<file path="src/hdl/htid_pkg.sv">
// Shared types, widths and constants for the Hilbert tile id converter.
// Used by the channel interfaces, the step unit and the top level.
`timescale 1ns / 1ps

package htid_pkg;

   // Field widths
   localparam int DEEPEST_ZOOM = 31;
   localparam int ZOOM_W       = 5;
   localparam int COORD_W      = 31;
   localparam int TILE_W       = 63;
   localparam int DIGIT_W      = 2 * DEEPEST_ZOOM;
   localparam int BIT_W        = $clog2(ZOOM_W);

   // Request actions
   localparam logic ACT_FORWARD = 1'b0;
   localparam logic ACT_REVERSE = 1'b1;

   // First tile number past the deepest zoom: sum of 4^i for i up to DEEPEST_ZOOM
   localparam logic [TILE_W-1:0] BASE_LIMIT = {1'b1, {DEEPEST_ZOOM{2'b01}}};

   // Control for one Hilbert level step
   typedef struct packed {
      logic              reverse;
      logic [ZOOM_W-1:0] lvl;
      logic [1:0]        digit;
   } step_ctrl_type;

   // First tile number of a zoom level: sum of 4^i for i below z
   function automatic logic [TILE_W-1:0] level_base(input logic [ZOOM_W-1:0] z);
      logic [TILE_W-1:0] keep;
      keep = ~({TILE_W{1'b1}} << {z, 1'b0});
      return BASE_LIMIT & keep;
   endfunction

   // Mask of the coordinate bits below bit position z
   function automatic logic [COORD_W-1:0] low_mask(input logic [ZOOM_W-1:0] z);
      return ~({COORD_W{1'b1}} << z);
   endfunction

endpackage

</file>
<file path="src/hdl/htid_if.sv">
// Valid/ready channel interfaces for requests and responses.
// Depends on htid_pkg for the field widths.
`timescale 1ns / 1ps

interface htid_req_if import htid_pkg::*; ();
   logic                valid;
   logic                ready;
   logic                action;
   logic [ZOOM_W-1:0]   zoom;
   logic [COORD_W-1:0]  x_coord;
   logic [COORD_W-1:0]  y_coord;
   logic [TILE_W-1:0]   tile_number;

   modport source (output valid, action, zoom, x_coord, y_coord, tile_number,
                   input ready);
   modport sink   (input valid, action, zoom, x_coord, y_coord, tile_number,
                   output ready);
endinterface

interface htid_rsp_if import htid_pkg::*; ();
   logic                valid;
   logic                ready;
   logic [TILE_W-1:0]   out_tile_number;
   logic [ZOOM_W-1:0]   out_zoom;
   logic [COORD_W-1:0]  out_x;
   logic [COORD_W-1:0]  out_y;
   logic                range_error;

   modport source (output valid, out_tile_number, out_zoom, out_x, out_y, range_error,
                   input ready);
   modport sink   (input valid, out_tile_number, out_zoom, out_x, out_y, range_error,
                   output ready);
endinterface

</file>
<file path="src/hdl/htid_step_unit.sv">
// One Hilbert curve level step, shared by the forward and reverse conversions.
// Depends on htid_pkg for widths and the step control struct.
`timescale 1ns / 1ps

module htid_step_unit import htid_pkg::*; (
   input  step_ctrl_type      ctrl,
   input  logic [COORD_W-1:0] x_cur,
   input  logic [COORD_W-1:0] y_cur,
   output logic [COORD_W-1:0] x_nxt,
   output logic [COORD_W-1:0] y_nxt,
   output logic [1:0]         quad
);

   logic [COORD_W-1:0] mask;
   logic [COORD_W-1:0] tx;
   logic [COORD_W-1:0] ty;
   logic [COORD_W-1:0] sx;
   logic [COORD_W-1:0] sy;
   logic [COORD_W-1:0] sbit;
   logic               rx;
   logic               ry;

   always_comb begin
      mask = low_mask(ctrl.lvl);
      sbit = COORD_W'(1) << ctrl.lvl;

      // pick the quadrant bits from the digit or from the coordinates
      if (ctrl.reverse) begin
         rx = ctrl.digit[1];
         ry = ctrl.digit[0] ^ ctrl.digit[1];
      end else begin
         rx = x_cur[ctrl.lvl];
         ry = y_cur[ctrl.lvl];
      end
      quad = {rx, rx ^ ry};

      // flip the sub-square in the lower right quadrant, transpose it in both lower quadrants
      tx = x_cur;
      ty = y_cur;
      if (!ry && rx) begin
         tx = mask & ~x_cur;
         ty = mask & ~y_cur;
      end
      if (!ry) begin
         sx = ty;
         sy = tx;
      end else begin
         sx = tx;
         sy = ty;
      end

      // place the quadrant offset when rebuilding coordinates
      if (ctrl.reverse) begin
         x_nxt = sx | (rx ? sbit : '0);
         y_nxt = sy | (ry ? sbit : '0);
      end else begin
         x_nxt = sx;
         y_nxt = sy;
      end
   end

endmodule

</file>
<file path="src/hdl/hilbert_tile_id_convert_top.sv">
// Top level of the Hilbert tile id converter: sequencer, registers, output stage.
// Depends on htid_pkg, htid_if and htid_step_unit.
`timescale 1ns / 1ps

// Usage
//   req_ch carries one request: action 0 turns zoom, x_coord and y_coord into a
//   tile number; action 1 turns tile_number into zoom, column and row.
//   rsp_ch returns exactly one response per request, with range_error set and
//   all other fields zero when a coordinate lies at or beyond 2^zoom or the
//   tile number lies past the deepest zoom level.
//   One request is worked at a time; req_ch.ready is high only while idle.
//   Work from the accepting edge to rsp_ch.valid:
//     forward: one level step per Hilbert level, none at zoom zero;
//     reverse: a binary zoom search, a base subtract,
//              then one level step per zoom level;
//     range errors: straight to the response, with no level steps.
//   Levels run one per cycle through the single shared step unit; that unit
//   and the zoom search set the latency.
//   The response is held in registers while rsp_ch.ready is low; no new
//   request is taken until it is delivered.
//   Synchronous reset returns the sequencer to idle and drops any response.

module hilbert_tile_id_convert_top import htid_pkg::*; (
   input logic        clock,
   input logic        reset,
   htid_req_if.sink   req_ch,
   htid_rsp_if.source rsp_ch
);

   typedef enum logic [5:0] {
      ST_IDLE   = 6'b000001,
      ST_FWD    = 6'b000010,
      ST_SEARCH = 6'b000100,
      ST_SUB    = 6'b001000,
      ST_REV    = 6'b010000,
      ST_DONE   = 6'b100000
   } state_type;

   state_type          state_ff, state_in;
   logic [ZOOM_W-1:0]  lvl_ff, lvl_in;
   logic [ZOOM_W-1:0]  zoom_ff, zoom_in;
   logic [BIT_W-1:0]   bit_ff, bit_in;
   logic [COORD_W-1:0] x_ff, x_in;
   logic [COORD_W-1:0] y_ff, y_in;
   logic [DIGIT_W-1:0] d_ff, d_in;
   logic [TILE_W-1:0]  tn_ff, tn_in;
   logic [TILE_W-1:0]  out_tile_ff, out_tile_in;
   logic [ZOOM_W-1:0]  out_zoom_ff, out_zoom_in;
   logic [COORD_W-1:0] out_x_ff, out_x_in;
   logic [COORD_W-1:0] out_y_ff, out_y_in;
   logic               out_err_ff, out_err_in;

   step_ctrl_type      step_ctrl;
   logic [COORD_W-1:0] step_x;
   logic [COORD_W-1:0] step_y;
   logic [1:0]         step_quad;
   logic [ZOOM_W-1:0]  cand;
   logic [TILE_W-1:0]  diff;
   logic               coord_bad;

   htid_step_unit u_step (
      .ctrl  (step_ctrl),
      .x_cur (x_ff),
      .y_cur (y_ff),
      .x_nxt (step_x),
      .y_nxt (step_y),
      .quad  (step_quad)
   );

   assign req_ch.ready           = (state_ff == ST_IDLE);
   assign rsp_ch.valid           = (state_ff == ST_DONE);
   assign rsp_ch.out_tile_number = out_tile_ff;
   assign rsp_ch.out_zoom        = out_zoom_ff;
   assign rsp_ch.out_x           = out_x_ff;
   assign rsp_ch.out_y           = out_y_ff;
   assign rsp_ch.range_error     = out_err_ff;

   // check coordinates against the grid and form search and subtract terms
   always_comb begin
      coord_bad = |((req_ch.x_coord | req_ch.y_coord) & ~low_mask(req_ch.zoom));
      cand      = zoom_ff | (ZOOM_W'(1) << bit_ff);
      diff      = tn_ff - level_base(zoom_ff);
   end

   // sequence one request through the shared step unit
   always_comb begin
      state_in    = state_ff;
      lvl_in      = lvl_ff;
      zoom_in     = zoom_ff;
      bit_in      = bit_ff;
      x_in        = x_ff;
      y_in        = y_ff;
      d_in        = d_ff;
      tn_in       = tn_ff;
      out_tile_in = out_tile_ff;
      out_zoom_in = out_zoom_ff;
      out_x_in    = out_x_ff;
      out_y_in    = out_y_ff;
      out_err_in  = out_err_ff;

      step_ctrl.reverse = (state_ff == ST_REV);
      step_ctrl.lvl     = lvl_ff;
      step_ctrl.digit   = d_ff[1:0];

      unique case (state_ff)
         ST_IDLE: begin
            if (req_ch.valid) begin
               out_tile_in = '0;
               out_zoom_in = '0;
               out_x_in    = '0;
               out_y_in    = '0;
               out_err_in  = 1'b0;
               if (req_ch.action == ACT_FORWARD) begin
                  x_in    = req_ch.x_coord;
                  y_in    = req_ch.y_coord;
                  zoom_in = req_ch.zoom;
                  lvl_in  = req_ch.zoom - ZOOM_W'(1);
                  d_in    = '0;
                  if (coord_bad) begin
                     out_err_in = 1'b1;
                     state_in   = ST_DONE;
                  end else if (req_ch.zoom == '0) begin
                     state_in = ST_DONE;
                  end else begin
                     state_in = ST_FWD;
                  end
               end else begin
                  tn_in   = req_ch.tile_number;
                  zoom_in = '0;
                  bit_in  = BIT_W'(ZOOM_W - 1);
                  if (req_ch.tile_number >= BASE_LIMIT) begin
                     out_err_in = 1'b1;
                     state_in   = ST_DONE;
                  end else begin
                     state_in = ST_SEARCH;
                  end
               end
            end
         end

         ST_FWD: begin
            // shift in one quadrant digit, most significant level first
            d_in   = {d_ff[DIGIT_W-3:0], step_quad};
            x_in   = step_x;
            y_in   = step_y;
            lvl_in = lvl_ff - ZOOM_W'(1);
            if (lvl_ff == '0) begin
               out_tile_in = level_base(zoom_ff) + {1'b0, d_in};
               state_in    = ST_DONE;
            end
         end

         ST_SEARCH: begin
            // binary search for the deepest level whose base is not above the number
            if (level_base(cand) <= tn_ff) begin
               zoom_in = cand;
            end
            bit_in = bit_ff - BIT_W'(1);
            if (bit_ff == '0) begin
               state_in = ST_SUB;
            end
         end

         ST_SUB: begin
            d_in   = diff[DIGIT_W-1:0];
            x_in   = '0;
            y_in   = '0;
            lvl_in = '0;
            if (zoom_ff == '0) begin
               state_in = ST_DONE;
            end else begin
               state_in = ST_REV;
            end
         end

         ST_REV: begin
            // consume one digit, least significant level first
            d_in   = d_ff >> 2;
            x_in   = step_x;
            y_in   = step_y;
            lvl_in = lvl_ff + ZOOM_W'(1);
            if (lvl_ff == zoom_ff - ZOOM_W'(1)) begin
               out_zoom_in = zoom_ff;
               out_x_in    = step_x;
               out_y_in    = step_y;
               state_in    = ST_DONE;
            end
         end

         ST_DONE: begin
            // hold the response until taken
            if (rsp_ch.ready) begin
               state_in = ST_IDLE;
            end
         end

         default: begin
            state_in = ST_IDLE;
         end
      endcase
   end

   // control state
   always_ff @(posedge clock) begin
      if (reset) begin
         state_ff <= ST_IDLE;
      end else begin
         state_ff <= state_in;
      end
   end

   // working and response registers
   always_ff @(posedge clock) begin
      lvl_ff      <= lvl_in;
      zoom_ff     <= zoom_in;
      bit_ff      <= bit_in;
      x_ff        <= x_in;
      y_ff        <= y_in;
      d_ff        <= d_in;
      tn_ff       <= tn_in;
      out_tile_ff <= out_tile_in;
      out_zoom_ff <= out_zoom_in;
      out_x_ff    <= out_x_in;
      out_y_ff    <= out_y_in;
      out_err_ff  <= out_err_in;
   end

endmodule

</file>
<file path="src/flat_wrapper.sv">
// flat-port wrapper written by rule: the top's interface ports become plain ports
module hilbert_tile_id_convert_top_flat import htid_pkg::*;
  (clock, reset, req_ch_valid, req_ch_action, req_ch_zoom, req_ch_x_coord, req_ch_y_coord, req_ch_tile_number, req_ch_ready, rsp_ch_valid, rsp_ch_out_tile_number, rsp_ch_out_zoom, rsp_ch_out_x, rsp_ch_out_y, rsp_ch_range_error, rsp_ch_ready);
  htid_req_if req_ch_i ();
  htid_rsp_if rsp_ch_i ();
  input logic clock;
  input logic reset;
  input wire logic [$bits(req_ch_i.valid)-1:0] req_ch_valid;
  input wire logic [$bits(req_ch_i.action)-1:0] req_ch_action;
  input wire logic [$bits(req_ch_i.zoom)-1:0] req_ch_zoom;
  input wire logic [$bits(req_ch_i.x_coord)-1:0] req_ch_x_coord;
  input wire logic [$bits(req_ch_i.y_coord)-1:0] req_ch_y_coord;
  input wire logic [$bits(req_ch_i.tile_number)-1:0] req_ch_tile_number;
  output wire logic [$bits(req_ch_i.ready)-1:0] req_ch_ready;
  output wire logic [$bits(rsp_ch_i.valid)-1:0] rsp_ch_valid;
  output wire logic [$bits(rsp_ch_i.out_tile_number)-1:0] rsp_ch_out_tile_number;
  output wire logic [$bits(rsp_ch_i.out_zoom)-1:0] rsp_ch_out_zoom;
  output wire logic [$bits(rsp_ch_i.out_x)-1:0] rsp_ch_out_x;
  output wire logic [$bits(rsp_ch_i.out_y)-1:0] rsp_ch_out_y;
  output wire logic [$bits(rsp_ch_i.range_error)-1:0] rsp_ch_range_error;
  input wire logic [$bits(rsp_ch_i.ready)-1:0] rsp_ch_ready;
  assign req_ch_i.valid = req_ch_valid;
  assign req_ch_i.action = req_ch_action;
  assign req_ch_i.zoom = req_ch_zoom;
  assign req_ch_i.x_coord = req_ch_x_coord;
  assign req_ch_i.y_coord = req_ch_y_coord;
  assign req_ch_i.tile_number = req_ch_tile_number;
  assign req_ch_ready = req_ch_i.ready;
  assign rsp_ch_valid = rsp_ch_i.valid;
  assign rsp_ch_out_tile_number = rsp_ch_i.out_tile_number;
  assign rsp_ch_out_zoom = rsp_ch_i.out_zoom;
  assign rsp_ch_out_x = rsp_ch_i.out_x;
  assign rsp_ch_out_y = rsp_ch_i.out_y;
  assign rsp_ch_range_error = rsp_ch_i.range_error;
  assign rsp_ch_i.ready = rsp_ch_ready;
  hilbert_tile_id_convert_top u_core (.clock(clock), .reset(reset), .req_ch(req_ch_i), .rsp_ch(rsp_ch_i));
endmodule
</file>
<file path="config.mk">
export PLATFORM = sky130hd
export DESIGN_NAME = hilbert_tile_id_convert_top_flat
export DESIGN_NICKNAME = d
export VERILOG_FILES = /design/src/hdl/htid_pkg.sv /design/src/hdl/htid_if.sv /design/src/hdl/htid_step_unit.sv /design/src/hdl/hilbert_tile_id_convert_top.sv /design/src/flat_wrapper.sv
export SDC_FILE = /design/constraint.sdc
export NUM_CORES = 1
export LEC_CHECK = 0
export BUFFER_PORTS_ARGS = -buffer_cell sky130_fd_sc_hd__buf_2
export CORE_ASPECT_RATIO = 2
export CORE_MARGIN = 3
export CORE_UTILIZATION = 43
export CTS_CLUSTER_DIAMETER = 50
export CTS_CLUSTER_SIZE = 12
export DETAILED_ROUTE_END_ITERATION = 10
export PLACE_DENSITY_LB_ADDON = 0.12
export SYNTH_ARGS = -nofsm -noshare
export SYNTH_HDL_FRONTEND = slang
export SYNTH_SLANG_ARGS = --single-unit
</file>
<file path="constraint.sdc">
create_clock -name clock -period 8 [get_ports clock]
set_clock_uncertainty 0.2 [all_clocks]
set_input_delay 0.4 -clock clock [delete_from_list [all_inputs] [get_ports clock]]
set_output_delay 0.4 -clock clock [all_outputs]
set_load 0.02 [all_outputs]
</file>
==> results of run 1 <==
[worst max-delay path: stages, from the launching register on]
cell and delay (ns):
edfxtp_1 0.74, buf_4 0.36, nor2b_1 0.47, a22oi_1 0.17
a21oi_1 0.34, nor2_1 0.16, a21oi_2 0.56, inv_1 0.38
ha_1 0.39, inv_1 0.06, ha_1 0.22, a41o_1 0.21
a31oi_1 0.25, o21bai_1 0.13, a32o_2 0.31, o21a_1 0.30
a22o_1 0.32, a31oi_2 0.27, o21ai_1 0.11, a31o_2 0.26
[synthesized netlist by cell type, drive strengths merged (11+ instances only)]
master	number
ha	113
xnor2	53
o21bai	15
o21a	14
o211ai	13
a31oi	57
nand4	31
edfxtp	331
or3	12
nand3b	13
nand2b	34
a22oi	71
nand2	218
xor2	35
a211oi	21
o21ai	225
o22ai	18
nor2b	34
or2	12
nor3b	22
nor2	285
nor4	19
a21o	29
nand3	77
a21oi	208
mux2i	59
buf	30
inv	132
and2	22
and3	18
clkbuf	134
nor3	52
a221oi	11
o31ai	16
[routing by layer]
| metal | global-route usage, % | up-vias | share of wire (%) |
|---|---|---|---|
| li1 | - | 10200 | - |
| met1 | 32.9 | 10500 | 33 |
| met2 | 61.1 | 1002 | 53 |
| met3 | 3.76 | 298 | 4.9 |
| met4 | 26.6 | 0 | 9.7 |
| met5 | 0 | - | 0 |
[state kept, by name (all words and copies together) (netlist names)]
signal	cells
u_core.tn_ff	63
u_core.x_ff	31
u_core.rsp_ch.out_tile_number	63
u_core.zoom_ff	5
u_core.bit_ff	3
u_core.y_ff	31
u_core.rsp_ch.out_y	31
u_core.lvl_ff	5
u_core.rsp_ch.out_x	31
u_core.rsp_ch.range_error	1
u_core.state_ff	6
u_core.rsp_ch.out_zoom	5
u_core.d_ff	62
[what timing repair did]
item                                    CTS  global route
endpoints found under the setup margin    0             0
endpoints found under the hold margin    98             0
hold buffers                             93             0
gates resized for setup                   0             0
[through the flow]
stage,hold WS [ns],instance area (um2),instances
after floorplan,0.269,23700,2589
after global placement,0.338,25500,3403
after detailed placement,0.346,25500,3403
after CTS,0.000238,27600,3555
after global routing,0.0384,27600,3556
final,0.0250,27600,3558
[area by class of cell]
cell class / instances / area (um2) / share of cell area [%]
sequential: 337 / 10100 / 36.4
tap: 676 / 846 / 3.06
multi-input combinational: 1956 / 12500 / 45.2
antenna: 3 / 7.51 / 0.0272
clock inverter: 12 / 160 / 0.580
clock buffer: 47 / 1020 / 3.68
timing repair buffer: 395 / 2540 / 9.21
inverter: 132 / 495 / 1.79
[where the power goes]
part | internal (mW) | switching (mW) | total (mW)
logic | 0.513 | 1.00 | 1.51
clock network | 0.996 | 0.745 | 1.74
registers | 2.09 | 0.127 | 2.22
[path summary, 6_finish.rpt]
path | start | end | slack (ns) | cells past startpoint
setup / recovery | u_core.lvl_ff[1] | u_core.rsp_ch.out_tile_number[56] | 1.54 | 19
hold / removal | req_ch_x_coord[26] | u_core.x_ff[26] | 0.03 | 3
hold reg to reg | u_core.d_ff[61] | u_core.d_ff[59] | 0.36 | 2
setup reg to reg | u_core.lvl_ff[1] | u_core.rsp_ch.out_tile_number[56] | 1.54 | 19
[logic make-up after synthesis]
family / Yosys count
buffers and inverters: 296
multiplexers: 71
AO/OA/AOI/OAI: 805
XOR/XNOR: 88
AND/OR/NAND/NOR: 878
adder cells (fa/ha/maj): 114
flip-flops: 337
==> summary.md, run 1 <==
| Metric | Value |
|---|---|
| Synth Net Count | 2838 |
| CP Max Fanout | 16 |
| Max clock buf depth | 3 |
| Layout area overhead | 16.7% |
| Clock slew at reported path FFs | 0.06 ns |
| Initial antenna violation count | 3 |
| Largest family of logic cells by synthesized area | compound AO/OA/AOI/OAI gates |
| Die ar. | 0.0581 mm2 |
| Max Cap Viol | 0 |
| Die H | about 340 um |
| Rows | 121 |
| Simple-gate portion of the synthesized area | 17.9% |
| Core Region | between 0.05 and 0.06 mm2 |
| Routed WL | roughly 100 mm |
| Most common cell after layout, fill and taps aside | edfxtp_1 |
| Post-layout total power | 5.48 mW |
| Final Max Tran Viols | 0 |
| Total global routing overflow | 0 |
| Avg Synthesized Cell Area | 9.14 um2 |
| Post-synthesis mux area share | 3.51% |
| Worst-Margin Slew | 1.32 ns |
| Worst EP required | a little over 8 ns |
| Routability cong. | approximately 1 |
| Drt pass-1 iters | 6 |
| Maximum VDD drop | 0.000168 V |
| Synth unique cells | 101 |
| Final Util | 50.7% |
| Synth area leader | edfxtp_1 |
| HPWL after DPL | roughly 75 mm |
| Outcome | finished, final reports clean |
| Cell Area, Synth | 0.0237 mm2 |
| Synth top area share | 42.0% |
| DP Worst Slack | between 1.5 and 2 ns |
| DR vias | between 20000 and 25000 |
| Vias in the first global route | ~22000 |
| Data arrival, critical path | ~6.6 ns |
| Final TNS setup | 0 ns |
| RSZ-0062 raised after global routing | no |
| Fin nets | 3109 |
| DIE WIDTH | about 170 um |
| Main synth FF type | edfxtp_1 |
| Via/cell ratio | around 6.2 |
| Synth Area in Adders | 6.06% |
| Layout cells sized above 1 | 14.7% |
| # fillers | 5129 |
| Period utilization | between 80% and 90% |
| CP Class | reg2reg |
| Drt drc | 0 |
| Cells after synthesis | 2589 |
| Starting density of the core | 43.4% |
| Detail Route Antenna Nets | 0 |
| Leak pwr | 10.8 nW |
| Endpoints failing setup | 0 |
| Hold Fails Final Rpt | 0 |
| Largest net degree at the start of global routing | between 100 and 150 |
| Worst setup SP type | flop |
| TritonCTS clock tree | built |
| Number of H-tree levels | 2 |
| Wire per inst | 27.5 um |
| Inserted Clock Buffers | 38 |
| Seq cells post-synth | approximately 340 |
| Ys async rst share | 0% |
| Fmax achieved | 155 MHz |
| Cell Pwr Density | between 150 and 200 mW/mm2 |
| Clk sinks | 337 |
| Commonest non-fill, non-tap cells in the layout | edfxtp_1 (331), nor2_1 (284), buf_2 (267) |
| Sequential share of the synthesized area | a little over two fifths |
| First-pass GRT wire length | 142 mm |
| Syn. warnings | 0 |
| Synth Area in Compound Gates | 21.8% |
| Post-CTS setup buffer count | 0 |
| Slew headroom | between 10% and 20% |
| Root buffer cell | clkbuf_16 |
| Worst-Skew Late Latency | 0.57 ns |
| Top cells by area, synth | edfxtp_1 (42%), ha_1 (6.0%), nor2_1 (4.5%), a21oi_1 (4.4%), o21ai_0 (4.1%) |
| Final WS setup | approximately 1.5 ns |
| Buffers on Ports | 267 |
| XOR/XNOR Fraction of Synth Area | roughly 3.3% |
| Ports | around 270 |
| Crit path time final | roughly 6.5 ns |
| Post-synth EDFFs | 331 |
| Initial DRC Count | 1867 |
| Global-route usage over all layers | 33.2% |
| Worst hold-check path type | in2reg |
| Critical Path Sink Type | flop |
Note: power is estimated with default switching activity, not from simulation.
==> run 2: changes to the inputs <==
==> constraint.sdc (replaced) <==
create_clock -name clock -period 5.85 [get_ports clock]
set_clock_uncertainty 0.2 [all_clocks]
set_input_delay 0.2925 -clock clock [delete_from_list [all_inputs] [get_ports clock]]
set_output_delay 0.2925 -clock clock [all_outputs]
set_load 0.02 [all_outputs]
==> summary.md, run 2 (same netlist as run 1, synthesis figures left out) <==
| Metric | Value |
|---|---|
| Final Max Tran Viols | 0 (unchanged) |
| Leak pwr | 11.1 nW (+2.9%) |
| CP Max Fanout | 40 (+24) |
| Core Region | 0.0545 mm2 (unchanged) |
| Outcome | finished, final reports clean |
| Worst setup SP type | flop |
| Detail Route Antenna Nets | 0 (unchanged) |
| Starting density of the core | 43.4% (unchanged) |
| Global-route usage over all layers | 33.2% (+0.042 points) |
| # fillers | 5060 (-1.3%) |
| CP Class | reg2reg |
| Die ar. | 0.0581 mm2 (unchanged) |
| Drt drc | 0 (unchanged) |
| Multi-input logic area | 0.0125 mm2 (unchanged) |
| Critical Path Sink Type | flop |
| Rows | 121 (unchanged) |
| R2R cell count | 18 (-1) |
| Vias in the first global route | 22800 (+2.1%) |
| Maximum VDD drop | 0.000233 V (+39%) |
| Placed cell area | 0.0258 mm2 (+1.1%) |
| Clk sinks | 337 (unchanged) |
| Clock slew at reported path FFs | 0.06 ns (about the same) |
| DR vias | 22400 (+1.4%) |
| Slew headroom | 17.8% (+6.3 points) |
| Wire per inst | 27.2 um (-1.0%) |
| Layout cells sized above 1 | 15.5% (+0.85 points) |
| Period utilization | 91.0% (+10 points) |
| Commonest non-fill, non-tap cells in the layout | edfxtp_1 (331), nor2_1 (284), buf_2 (267) |
| Crit path time final | 5.32 ns (-1.14 ns) |
| Largest net degree at the start of global routing | 72 (-30%) |
| Worst hold-check path type | in2reg |
| Drt pass-1 iters | 6 (unchanged) |
| Ports | 268 (unchanged) |
| Ant diodes | 0 (-3) |
| Buffers on Ports | 267 (unchanged) |
| Die H | 338 um (unchanged) |
| Inserted Clock Buffers | 38 (unchanged) |
| Total global routing overflow | 0 (unchanged) |
| Hold Slack | 0.190 ns (+0.165 ns) |
| Most common cell after layout, fill and taps aside | edfxtp_1 |
| Worst-Skew Late Latency | 0.58 ns (about the same) |
| RSZ-0062 raised after global routing | no |
| Initial DRC Count | 1621 (-13%) |
| Reg2Reg Setup Slack | 0.53 ns (-1.01 ns) |
| Endpoints failing setup | 0 (unchanged) |
| Post-route design area | 0.0282 mm2 (+2.2%) |
| Final TNS setup | 0 ns (unchanged) |
| Root buffer cell | clkbuf_16 |
| Via/cell ratio | 6.16 (-0.62%) |
| Post-Layout Cell Count | 3629 (+2.0%) |
| Hold Fails Final Rpt | 0 (unchanged) |
| Worst EP required | 5.97 ns (-2.16 ns) |
| Number of H-tree levels | 2 (unchanged) |
| Final WS setup | 0.528 ns (-1.01 ns) |
| TritonCTS clock tree | built |
| Worst-Margin Slew | 1.23 ns (-0.0872 ns) |
| First-pass GRT wire length | 143 mm (+0.54%) |
| Max Cap Viol | 0 (unchanged) |
| HPWL after DPL | 76.7 mm (+1.9%) |
| Fmax achieved | 188 MHz (+21%) |
| Routability cong. | 0.998 (+0.23%) |
| Hold Path Depth | 4 (+1) |
| Data arrival, critical path | 5.44 ns (-1.15 ns) |
| Layout area overhead | 19.2% |
| DIE WIDTH | 172 um (unchanged) |
| Post_cts resized | 0 (unchanged) |
| Fin nets | 3181 (+2.3%) |
| Initial antenna violation count | 0 (-3) |
| DP Worst Slack | 0.597 ns (-1.04 ns) |
| Routed WL | 98.7 mm (+0.94%) |
| Cell Pwr Density | 265 mW/mm2 (+34%) |
| Inst Count DP | 3439 (+1.1%) |
| Sequential cell area | 0.0101 mm2 (unchanged) |
| Max clock buf depth | 3 (unchanged) |
run 2: changes by cell type in the layout (fill, tap and decap cells not counted), moves of 2 or more:
cell	delta
dlygate4sd3_1	+36
bufinv_16	-2
inv_6	+2
diode_2	-3
buf_4	+35
clkinv_1	+2
run 2: routing by layer:
layer | share of wire (%) | vias up | GRT usage [%]
li1 | - | 10300 | -
met1 | 32 | 10700 | 32.2
met2 | 53 | 987 | 62.0
met3 | 4.7 | 317 | 3.38
met4 | 10 | 0 | 27.2
met5 | 0 | - | 0
run 2: worst max-delay path, stage by stage (launching register included):
cell,delay [ns]
edfxtp_1,0.37
buf_12,0.28
mux4_2,0.64
mux4_2,0.50
mux2i_1,0.26
o21ai_4,0.09
inv_2,0.07
ha_1,0.22
inv_1,0.08
ha_1,0.21
a41o_1,0.18
a31oi_1,0.13
o221ai_1,0.25
a21o_2,0.22
a21oi_2,0.10
or3_4,0.48
o41a_4,0.39
o21a_1,0.18
o21a_1,0.18
run 2: repair_timing:
action	in CTS	in global routing
hold endpoints to repair	133	0
buffers inserted	0	0
hold buffers	129	0
run 2: cell type report:
class | count | area share (%)
Multi-Input combinational cell | 1956 | 44.3
Sequential cell | 337 | 35.7
Clock buffer | 47 | 3.56
Tap cell | 676 | 3.00
Timing Repair Buffer | 467 | 11.3
Inverter | 132 | 1.76
Clock inverter | 14 | 0.475
run 2: worst paths after layout:
kind / start / endpoint
min: req_ch_zoom[4] / u_core.state_ff[1]
max reg2reg: u_core.lvl_ff[0] / u_core.rsp_ch.out_tile_number[58]
max: u_core.lvl_ff[0] / u_core.rsp_ch.out_tile_number[58]
min reg2reg: u_core.d_ff[61] / u_core.d_ff[59]
run 2: metrics by stage:
step | power, mW | utilization, %
2_1_floorplan | 4.35 | -
6_report | 7.49 | 51.8
3_3_place_gp | 5.12 | 47.3
4_1_cts | 7.51 | 51.8
5_1_grt | 7.80 | 51.8
3_5_place_dp | 5.13 | 47.3
run 2: power breakdown:
| group | switching, mW | total [mW] | internal (mW) |
|---|---|---|---|
| registers | 0.157 | 3.02 | 2.86 |
| clock network | 1.04 | 2.31 | 1.27 |
| logic | 1.41 | 2.16 | 0.756 |
==> run 3: changes to the inputs <==
==> constraint.sdc (replaced) <==
create_clock -name clock -period 5 [get_ports clock]
set_clock_uncertainty 0.2 [all_clocks]
set_input_delay 0.25 -clock clock [delete_from_list [all_inputs] [get_ports clock]]
set_output_delay 0.25 -clock clock [all_outputs]
set_load 0.02 [all_outputs]
==> summary.md, run 3 (same netlist as run 1, synthesis figures left out) <==
| Metric | Value |
|---|---|
| Endpoints failing setup | 0 (unchanged) |
| Worst-Skew Late Latency | 0.57 ns (about the same) |
| Hold Fails Final Rpt | 0 (unchanged) |
| Wire per inst | 26.8 um (-1.6%) |
| Routed WL | 98.5 mm (-0.21%) |
| Root buffer cell | clkbuf_16 |
| CP Class | reg2reg |
| Global-route usage over all layers | 33.3% (+0.040 points) |
| Initial DRC Count | 1539 (-5.1%) |
| Final TNS setup | 0 ns (unchanged) |
| Leak pwr | 11.4 nW (+2.6%) |
| Core Region | 0.0545 mm2 (unchanged) |
| Critical Path Sink Type | flop |
| Max clock buf depth | 3 (unchanged) |
| Slew headroom | 20.1% (+2.3 points) |
| DR vias | 22300 (-0.25%) |
| Layout area overhead | 21.7% |
| Post-route design area | 0.0288 mm2 (+2.1%) |
| Worst-Margin Slew | 1.19 ns (-0.0351 ns) |
| Inserted Clock Buffers | 37 (-2.6%) |
| Largest net degree at the start of global routing | 131 (+82%) |
| Rows | 121 (unchanged) |
| Most common cell after layout, fill and taps aside | edfxtp_1 |
| DIE WIDTH | 172 um (unchanged) |
| Placed cell area | 0.0262 mm2 (+1.8%) |
| Die H | 338 um (unchanged) |
| RSZ-0062 raised after global routing | yes |
| Cell Pwr Density | 307 mW/mm2 (+16%) |
| Routability cong. | 1.01 (+1.4%) |
| Starting density of the core | 43.4% (unchanged) |
| Worst hold-check path type | in2reg |
| # fillers | 5062 (+0.040%) |
| Vias in the first global route | 23000 (+0.98%) |
| Worst EP required | 5.11 ns (-0.86 ns) |
| Ant diodes | 0 (unchanged) |
| Drt drc | 0 (unchanged) |
| Layout cells sized above 1 | 17.8% (+2.3 points) |
| Reg2Reg Setup Slack | 0.12 ns (-0.41 ns) |
| Buffers on Ports | 267 (unchanged) |
| TritonCTS clock tree | built |
| Crit path time final | 4.88 ns (-0.440 ns) |
| Final Max Tran Viols | 0 (unchanged) |
| Outcome | finished, final reports clean |
| Period utilization | 97.6% (+6.7 points) |
| Fmax achieved | 205 MHz (+9.0%) |
| Total global routing overflow | 0 (unchanged) |
| CP Max Fanout | 6 (-85%) |
| Drt pass-1 iters | 5 (-1) |
| Ports | 268 (unchanged) |
| Data arrival, critical path | 5.00 ns (-0.44 ns) |
| Maximum VDD drop | 0.000317 V (+36%) |
| Commonest non-fill, non-tap cells in the layout | edfxtp_1 (331), nor2_1 (283), buf_2 (267) |
| Max Cap Viol | 0 (unchanged) |
| Detail Route Antenna Nets | 0 (unchanged) |
| Clock slew at reported path FFs | 0.06 ns (about the same) |
| Worst setup SP type | flop |
| Via/cell ratio | 6.06 (-1.7%) |
| Fin nets | 3237 (+1.8%) |
| Number of H-tree levels | 2 (unchanged) |
| Die ar. | 0.0581 mm2 (unchanged) |
| Initial antenna violation count | 2 (+2) |
| First-pass GRT wire length | 143 mm (about the same) |
| Clk sinks | 337 (unchanged) |
| HPWL after DPL | 76.6 mm (about the same) |
| Final Util | 52.8% (+1.1 points) |
-- run 3: per-stage QoR --
| stage | power [mW] | setup slack, ns | hold slack (ns) | cells |
|---|---|---|---|---|
| detailed placement | 6.07 | -0.102 | 0.240 | 3494 |
| global placement | 6.05 | -0.0374 | 0.239 | 3494 |
| CTS | 8.85 | 0.0115 | 0.0100 | 3682 |
| global route | 9.21 | -0.0203 | 0.0350 | 3682 |
| floorplan | 5.10 | -0.349 | 0.112 | 2589 |
| finish | 8.84 | 0.118 | 0.0296 | 3682 |
-- run 3: critical path: stages, from the launching register on --
cell	delay, ns
edfxtp_1	0.41
buf_6	0.18
mux4_2	0.58
mux4_2	0.54
mux2i_4	0.20
o21ai_4	0.07
inv_2	0.07
ha_1	0.23
inv_2	0.07
ha_2	0.18
and4_1	0.26
nor4b_4	0.22
a21o_4	0.20
a21oi_4	0.10
or3_4	0.37
o41a_4	0.38
o21a_1	0.18
o21a_1	0.18
-- run 3: final cells by class --
cell class	count	area (um2)	share of cell area, %
clock buffer	46	1000	3.48
inverter	132	498	1.73
sequential	337	10100	35.0
multi-input combinational	1956	12600	43.8
clock inverter	11	124	0.430
tap	676	846	2.94
timing repair buffer	524	3640	12.7
-- run 3: repair_timing --
item / 4_1_cts / 5_1_grt
setup endpoints to repair: 5 / 28
pin swaps: 1 / 6
buffers inserted: 3 / 0
endpoints found under the hold margin: 132 / 0
gates resized for setup: 9 / 17
hold buffers: 128 / 0
-- run 3: path summary, 6_finish.rpt --
path	startpoint	cells after the start	end
setup reg to reg	u_core.lvl_ff[0]	17	u_core.rsp_ch.out_tile_number[58]
hold / removal	req_ch_x_coord[19]	3	u_core.x_ff[19]
hold reg to reg	u_core.d_ff[61]	2	u_core.d_ff[59]
setup / recovery	u_core.lvl_ff[0]	17	u_core.rsp_ch.out_tile_number[58]
-- run 3: per-layer routing --
layer	GRT usage, %	vias to the layer above	routed length [um]
met2	62.9	817	52500
met1	32.4	10800	32800
met3	3.44	283	3980
met5	0	-	23
li1	-	10400	-
met4	25.1	4	9120
-- run 3: where the power goes --
part | internal (mW) | switching (mW) | leakage [nW]
combinational | 0.947 | 1.68 | 7.60
clock | 1.52 | 1.17 | 0.544
sequential | 3.35 | 0.174 | 3.21
